File: src/rtl/rip_pkg.sv
// ----------------------------------------------------------------------------
// rip_pkg: shared definitions for the reference-counted index pool
// Pool geometry, command codes and status codes.
// ----------------------------------------------------------------------------
package rip_pkg;

  localparam int POOL_SIZE   = 16;
  localparam int COUNT_WIDTH = 8;
  localparam int IDX_W       = (POOL_SIZE > 1) ? $clog2(POOL_SIZE) : 1;
  localparam int FILL_W      = $clog2(POOL_SIZE + 1);
  localparam int SLOT_W      = 8;
  localparam int GRANT_W     = 4;

  typedef enum logic [1:0] {
    CMD_ALLOC   = 2'd0,
    CMD_ADD_REF = 2'd1,
    CMD_RELEASE = 2'd2,
    CMD_UNUSED  = 2'd3
  } cmd_t;

  typedef enum logic [1:0] {
    ST_OK   = 2'd0,
    ST_FAIL = 2'd1,
    ST_ZERO = 2'd2
  } status_t;

endpackage

File: src/rtl/refcounted_index_pool_unit.sv
// ----------------------------------------------------------------------------
// refcounted_index_pool_unit: slot allocator with per-slot reference counts
// A request accepted while idle moves the unit to its execute state, where
// busy is high for one cycle; done and the result are registered as that
// state ends. No new request is taken while busy, as the free-list and count
// memories are read at acceptance and modified and written back in that state.
// Reset clears pointers and per-entry valid bits at once, so the pool is
// ready in the first cycle after reset with no clearing pass.
// ----------------------------------------------------------------------------
module refcounted_index_pool_unit (
  input  logic                         clk,
  input  logic                         rst,
  input  logic                         start,
  output logic                         busy,
  input  logic [1:0]                   cmd,
  input  logic [rip_pkg::SLOT_W-1:0]   slot_index,
  output logic                         done,
  output logic [1:0]                   status,
  output logic [rip_pkg::GRANT_W-1:0]  granted_index,
  input  logic                         cfg_valid,
  output logic                         cfg_ready,
  input  logic                         cfg_data
);
  import rip_pkg::*;

  typedef enum logic {
    S_IDLE,
    S_EXEC
  } state_t;

  localparam logic [COUNT_WIDTH-1:0] COUNT_MAX = {COUNT_WIDTH{1'b1}};

  state_t                 state;
  logic                   zero_release_error;
  logic [IDX_W-1:0]       free_head;
  logic [IDX_W-1:0]       free_tail;
  logic [FILL_W-1:0]      free_fill;
  logic [IDX_W-1:0]       free_head_next;
  logic [IDX_W-1:0]       free_tail_next;
  logic [FILL_W-1:0]      free_fill_next;

  logic [IDX_W-1:0]       free_mem  [POOL_SIZE];
  logic [COUNT_WIDTH-1:0] count_mem [POOL_SIZE];
  logic [POOL_SIZE-1:0]   free_valid;
  logic [POOL_SIZE-1:0]   count_valid;

  logic [1:0]             cmd_q;
  logic [SLOT_W-1:0]      slot_q;
  logic [IDX_W-1:0]       free_rdata;
  logic                   free_rvalid;
  logic [COUNT_WIDTH-1:0] count_rdata;
  logic                   count_rvalid;

  logic                   accept;
  logic [IDX_W-1:0]       slot_idx;
  logic                   idx_ok;
  logic [IDX_W-1:0]       head_entry;
  logic [IDX_W-1:0]       grant;
  logic [COUNT_WIDTH-1:0] count_cur;
  logic [COUNT_WIDTH-1:0] count_dec;
  logic                   count_we;
  logic [IDX_W-1:0]       count_waddr;
  logic [COUNT_WIDTH-1:0] count_wdata;
  logic                   free_we;
  status_t                status_next;
  logic [GRANT_W-1:0]     granted_next;

  function automatic logic [IDX_W-1:0] next_pos(input logic [IDX_W-1:0] p);
    next_pos = ({1'b0, p} + 1'b1 >= (IDX_W+1)'(POOL_SIZE)) ? '0 : IDX_W'(p + 1'b1);
  endfunction

  assign busy      = (state == S_EXEC);
  assign accept    = start && !busy;
  assign cfg_ready = 1'b1;
  assign slot_idx  = slot_q[IDX_W-1:0];
  assign idx_ok    = ({1'b0, slot_q} < (SLOT_W+1)'(POOL_SIZE));

  // Entries never written read as their reset contents.
  assign head_entry = free_rvalid ? free_rdata : free_head;
  assign grant      = ({1'b0, head_entry} >= (IDX_W+1)'(POOL_SIZE)) ? '0 : head_entry;
  assign count_cur  = count_rvalid ? count_rdata : '0;
  assign count_dec  = count_cur - 1'b1;

  always_comb begin
    status_next    = ST_FAIL;
    granted_next   = '0;
    count_we       = 1'b0;
    count_waddr    = slot_idx;
    count_wdata    = count_cur;
    free_we        = 1'b0;
    free_head_next = free_head;
    free_tail_next = free_tail;
    free_fill_next = free_fill;
    unique case (cmd_q)
      CMD_ALLOC: begin
        if (free_fill != '0) begin
          status_next    = ST_OK;
          granted_next   = GRANT_W'(grant);
          count_we       = 1'b1;
          count_waddr    = grant;
          count_wdata    = COUNT_WIDTH'(1);
          free_head_next = next_pos(free_head);
          free_fill_next = free_fill - 1'b1;
        end
      end
      CMD_ADD_REF: begin
        if (idx_ok && count_cur != COUNT_MAX) begin
          status_next = ST_OK;
          count_we    = 1'b1;
          count_wdata = count_cur + 1'b1;
        end
      end
      CMD_RELEASE: begin
        if (idx_ok) begin
          if (count_cur == '0) begin
            status_next = zero_release_error ? ST_ZERO : ST_OK;
          end else begin
            status_next = ST_OK;
            count_we    = 1'b1;
            count_wdata = count_dec;
            // A slot whose count drops to zero goes back to the tail unless
            // the list is already full.
            if (count_dec == '0 && free_fill < FILL_W'(POOL_SIZE)) begin
              free_we        = 1'b1;
              free_tail_next = next_pos(free_tail);
              free_fill_next = free_fill + 1'b1;
            end
          end
        end
      end
      default: begin
        status_next = ST_FAIL;
      end
    endcase
  end

  // Memories: read at request acceptance, written at the end of the pass.
  always_ff @(posedge clk) begin
    if (accept) begin
      free_rdata  <= free_mem[free_head];
      count_rdata <= count_mem[slot_index[IDX_W-1:0]];
    end
    if (busy && free_we) begin
      free_mem[free_tail] <= slot_idx;
    end
    if (busy && count_we) begin
      count_mem[count_waddr] <= count_wdata;
    end
  end

  always_ff @(posedge clk) begin
    if (accept) begin
      cmd_q  <= cmd;
      slot_q <= slot_index;
    end
    if (busy) begin
      status        <= status_next;
      granted_index <= granted_next;
    end
  end

  always_ff @(posedge clk) begin
    if (rst) begin
      state              <= S_IDLE;
      done               <= 1'b0;
      zero_release_error <= 1'b0;
      free_head          <= '0;
      free_tail          <= '0;
      free_fill          <= FILL_W'(POOL_SIZE);
      free_valid         <= '0;
      count_valid        <= '0;
      free_rvalid        <= 1'b0;
      count_rvalid       <= 1'b0;
    end else begin
      if (cfg_valid && cfg_ready) begin
        zero_release_error <= cfg_data;
      end
      if (accept) begin
        free_rvalid  <= free_valid[free_head];
        count_rvalid <= count_valid[slot_index[IDX_W-1:0]];
      end
      unique case (state)
        S_IDLE: begin
          done <= 1'b0;
          if (start) begin
            state <= S_EXEC;
          end
        end
        S_EXEC: begin
          done      <= 1'b1;
          state     <= S_IDLE;
          free_head <= free_head_next;
          free_tail <= free_tail_next;
          free_fill <= free_fill_next;
          if (free_we) begin
            free_valid[free_tail] <= 1'b1;
          end
          if (count_we) begin
            count_valid[count_waddr] <= 1'b1;
          end
        end
        default: begin
          state <= S_IDLE;
        end
      endcase
    end
  end

`ifndef SYNTHESIS
  a_fill_bound: assert property (@(posedge clk) disable iff (rst)
    free_fill <= FILL_W'(POOL_SIZE))
    else $error("free list fill count exceeds pool size");

  a_one_result: assert property (@(posedge clk) disable iff (rst)
    (start && !busy) |=> (busy ##1 (done && !busy)))
    else $error("accepted request did not give exactly one result");

  a_done_after_exec: assert property (@(posedge clk) disable iff (rst)
    done |-> $past(busy))
    else $error("result strobe without a request in progress");

  a_grant_only_ok: assert property (@(posedge clk) disable iff (rst)
    (done && granted_index != '0) |-> (status == ST_OK))
    else $error("nonzero granted index on a failed request");
`endif

endmodule
File: config.mk
export PLATFORM = sky130hd
export DESIGN_NAME = refcounted_index_pool_unit
export DESIGN_NICKNAME = d
export VERILOG_FILES = /design/src/rtl/rip_pkg.sv /design/src/rtl/refcounted_index_pool_unit.sv
export SDC_FILE = /design/constraint.sdc
export NUM_CORES = 1
export LEC_CHECK = 0
export ABC_AREA = 1
export ABC_CLOCK_PERIOD_IN_PS = 5300
export BUFFER_PORTS_ARGS = -buffer_cell sky130_fd_sc_hd__buf_4
export CORE_ASPECT_RATIO = 1.75
export CORE_MARGIN = 8
export CORE_UTILIZATION = 65
export DETAILED_ROUTE_END_ITERATION = 8
export GPL_ROUTABILITY_DRIVEN = 0
export GPL_TIMING_DRIVEN = 0
export HOLD_SLACK_MARGIN = 0.05
export PLACE_DENSITY = 0.82
export SLEW_MARGIN = 20
export SYNTH_ARGS = -nofsm -noshare
export SYNTH_HDL_FRONTEND = slang
export SYNTH_SLANG_ARGS = --single-unit
File: constraint.sdc
create_clock -name clk -period 5.3 [get_ports clk]
set_clock_uncertainty 0.15 [all_clocks]
set_input_delay 0.265 -clock clk [delete_from_list [all_inputs] [get_ports clk]]
set_output_delay 0.265 -clock clk [all_outputs]
set_load 0.05 [all_outputs]
==> key figures <==
Yosys
  • YS warnings: 0
  • Synth Flop Type: edfxtp_1
  • Post-synth top area share: 0.5555
  • Synth Instances: 1069
  • Mapped Area: approximately 12000 µm²
  • Avg Cell Area, Syn: 11.13 µm²
  • Seq/Total Area, Yosys: 0.6397
  • Largest cells by area after synthesis: edfxtp_1 56%, dfxtp_1 8.4%, o21ai_0 4.1%
  • Synth Net Count: 1097
  • Synth unique cells: 45
  • Asr flop ratio synth: 0
  • Post-synth EDFFs: 220
  • Synth Register Bits: 270
  • Area leader, netlist: edfxtp_1

Cells and area
  • Fillcell total: 1160
  • # nets final: 1163
  • Inserted Diodes: 0
  • Final non-filler cell total: around 1400
  • Multi-input logic area: 3636 µm²
  • Layout area overhead: 11.91%
  • Share of cells above drive strength 1: 0.09635
  • Flip-flop and latch area: 7607 µm²
  • Fin area: 13310 µm²
  • Fin util: 0.7405

Clock network
  • CTS Buffer Depth: 3
  • Worst-path clk slew: 0.06 ns
  • Worst skew pair latency: about 0.52 ns
  • # resized after CTS: 0
  • Cts bufs inserted: 23
  • Clock sink count: 270
  • Root buf cell: clkbuf_16
  • TritonCTS clock tree: built
  • H-tree Lvls: 1

Worst hold path
  • Worst hold path class: register to register
  • Hold path endpoint: free_valid[7]$_SDFFE_PP0P_
  • Hold path startpoint: free_valid[7]$_SDFFE_PP0P_
  • Hold path depth: 2

Detailed routing
  • DR top layer: met4
  • Wire length on met3: 1.792 mm
  • Iteration count of the initial detailed-routing pass: 5
  • Met2 WL post-DR: roughly 16 mm
  • DRC errors left: 0
  • Vias/cell: 6.158
  • WL met1: 9.784 mm
  • Drt wl/cell: 21.72 µm
  • Detail Route Antenna Nets: 0
  • Final WL: 30.10 mm
  • Routed via count: 8535
  • Number of DRC markers in iteration 0: around 880

Timing
  • Worst-Margin Slew: 1.042 ns
  • RSZ-0062 raised after global routing: no
  • Rel. slew slack: 0.3013
  • Hold Vio Cnt, Final: 0
  • Final Cycle Share: 0.6399
  • F_max: 294.9 MHz
  • Slew Limit Fails: 0
  • Tmin final: 3.391 ns
  • Setup violators final: 0
  • Final worst setup slack: approximately 1.9 ns
  • Post-route setup TNS: 0 ns

Critical path
  • Worst Reg-to-Reg Cells: 15
  • Endpoint of the worst register-to-register path: count_mem[3][5]$_DFFE_PP_
  • CP Capture Type: register
  • Flop2flop setup slack: between 1.5 and 2 ns
  • Reg2Reg Launch Point: count_rvalid$_SDFFE_PP0P_
  • Worst Setup Start Kind: register
  • Req. time, crit path: around 5.3 ns
  • Critical path origin: count_rvalid$_SDFFE_PP0P_
  • WP data arrival: 3.39 ns
  • Worst-path fanout max: 10
  • Kind of critical path: register to register

Placed design
  • Pre-CTS setup slack: 2.044 ns
  • Placed Area: 12440 µm²
  • Placed cell count: 1330
  • IO buf count: 22
  • Dpl hpwl: 21.59 mm

Global route
  • Global-route usage over all layers: 0.2613
  • Overflow after GRT: 0
  • First-pass GRT wire length: 46.42 mm
  • Vias in the first global route: approximately 8400
  • Largest net degree at the start of global routing: 26
  • Initial antenna violation count: 0

Die
  • Starting Density: 0.6617
  • Number of top-level pins: 24
  • Site Rows: 65
  • Die W: between 100 and 150 µm
  • Core Footprint: ~18000 µm²
  • Die height: between 150 and 200 µm
  • Die area: approximately 23000 µm²

Pwr
  • Pwr per Cell Area: 327.7 nW/µm²
  • Worst ir drop on vdd: between 0.0002 and 0.0003 V
  • Static Leak: 0.005005 µW

Job
  • Max-cap violations: 0

Run status
  • Run status: finished clean
-- state kept, by name, indices dropped and copies added (netlist names) --
name,flops
count_rdata,8
count_valid,16
cmd_q,2
slot_q,8
free_rdata,4
free_mem,64
free_head,4
status,2
done,1
busy,1
free_tail,4
free_valid,16
free_rvalid,1
zero_release_error,1
count_rvalid,1
count_mem,128
granted_index,4
free_fill,5
-- cells in the final DEF, fill, tap and decap left out, drive strengths merged, types with 14 or more instances in the layout --
cell type,synthesis,routed
a21oi,56,56
buf,16,43
clkbuf,33,64
dfxtp,50,50
dlygate4sd3,0,14
edfxtp,220,220
inv,119,120
mux2i,27,27
nand2,135,135
nand3,59,59
nand4,20,20
nor2,134,134
o21ai,99,99
o221ai,36,36
-- power breakdown --
part           leakage [µW]  switching [µW]  internal, µW
clock              0.000360             727           929
sequential          0.00242            24.1          2320
combinational       0.00223             250           108
total               0.00500            1000          3360
-- metal layers --
layer | up-vias | global-route usage
li1 | 3905 | -
met1 | 4051 | 0.2615
met2 | 444 | 0.4866
met3 | 135 | 0.02728
met4 | 0 | 0.1932
met5 | - | 0
-- Yosys cell counts, types with 5 or more instances --
master / count
a21oi_1: 55
buf_1: 7
clkbuf_1: 33
dfxtp_1: 50
edfxtp_1: 220
ha_1: 12
inv_1: 118
mux2i_1: 27
nand2_1: 118
nand2_2: 8
nand2_4: 6
nand3_1: 53
nand4_1: 19
nor2_1: 123
nor2_2: 5
o211ai_1: 12
o21ai_0: 97
o221ai_1: 36
o22ai_1: 11
o32ai_1: 5
xor2_1: 7
-- area by class of cell --
class                   instances  area share
clock inverters                11    0.008085
well taps                     234     0.02200
repair buffers                 41     0.02661
inverters                     121     0.03413
plain buffers                  49     0.01739
flip-flops and latches        270      0.5716
multi-input cells             629      0.2732
clock buffers                  31     0.04701
-- stage by stage --
step | power, µW | hold WS [ns]
2_1_floorplan | 2613 | 0.2093
3_3_place_gp | 2717 | 0.2825
3_5_place_dp | 2734 | 0.2887
4_1_cts | 4365 | 0.2985
5_1_grt | 4481 | 0.3138
6_report | 4362 | 0.2984
-- critical path, cell delays in order (launching register included) --
cell and delay [ns]:
dfxtp_1 0.31, buf_6 0.17, nand2_2 0.18, inv_1 0.07, ha_1 0.25, nand2_1 0.11
nor2_1 0.06, nand2_1 0.07, nor2_1 0.05, nand2_1 0.08, nand3_1 0.12, nand3_1 0.22
nand2_1 0.16, nor2_1 0.36, inv_1 0.10, nor2_1 0.58
-- timing repair --
item | in CTS | in global routing
hold endpoints to repair | 14 | 0
buffers inserted | 0 | 0
hold buffers | 14 | 0
-- cell families (layout without fill, tap and decap cells) --
logic type | after synthesis | count (layout) | synth area share
AO/OA/AOI/OAI | 228 | 228 | 0.1156
XOR/XNOR | 9 | 9 | 0.006628
adder cells (fa/ha/maj) | 13 | 13 | 0.01431
buffers and inverters | 170 | 253 | 0.05765
flip-flops | 270 | 270 | 0.6397
multiplexers | 27 | 27 | 0.02272
other | 1 | 1 | 0.0003153
AND/OR/NAND/NOR | 351 | 351 | 0.1431
-- worst max path at each step --
stage	slack (ns)	to	cells after the start
floorplan	2.58	count_mem[0][0]$_DFFE_PP_	12
global placement	1.32	count_mem[0][0]$_DFFE_PP_	12
detailed placement	2.04	count_mem[3][5]$_DFFE_PP_	15
CTS	1.94	count_mem[3][5]$_DFFE_PP_	15
global route	1.70	count_mem[3][4]$_DFFE_PP_	15
finish	1.91	count_mem[3][5]$_DFFE_PP_	15
Note: power is estimated with default switching activity, not from simulation.
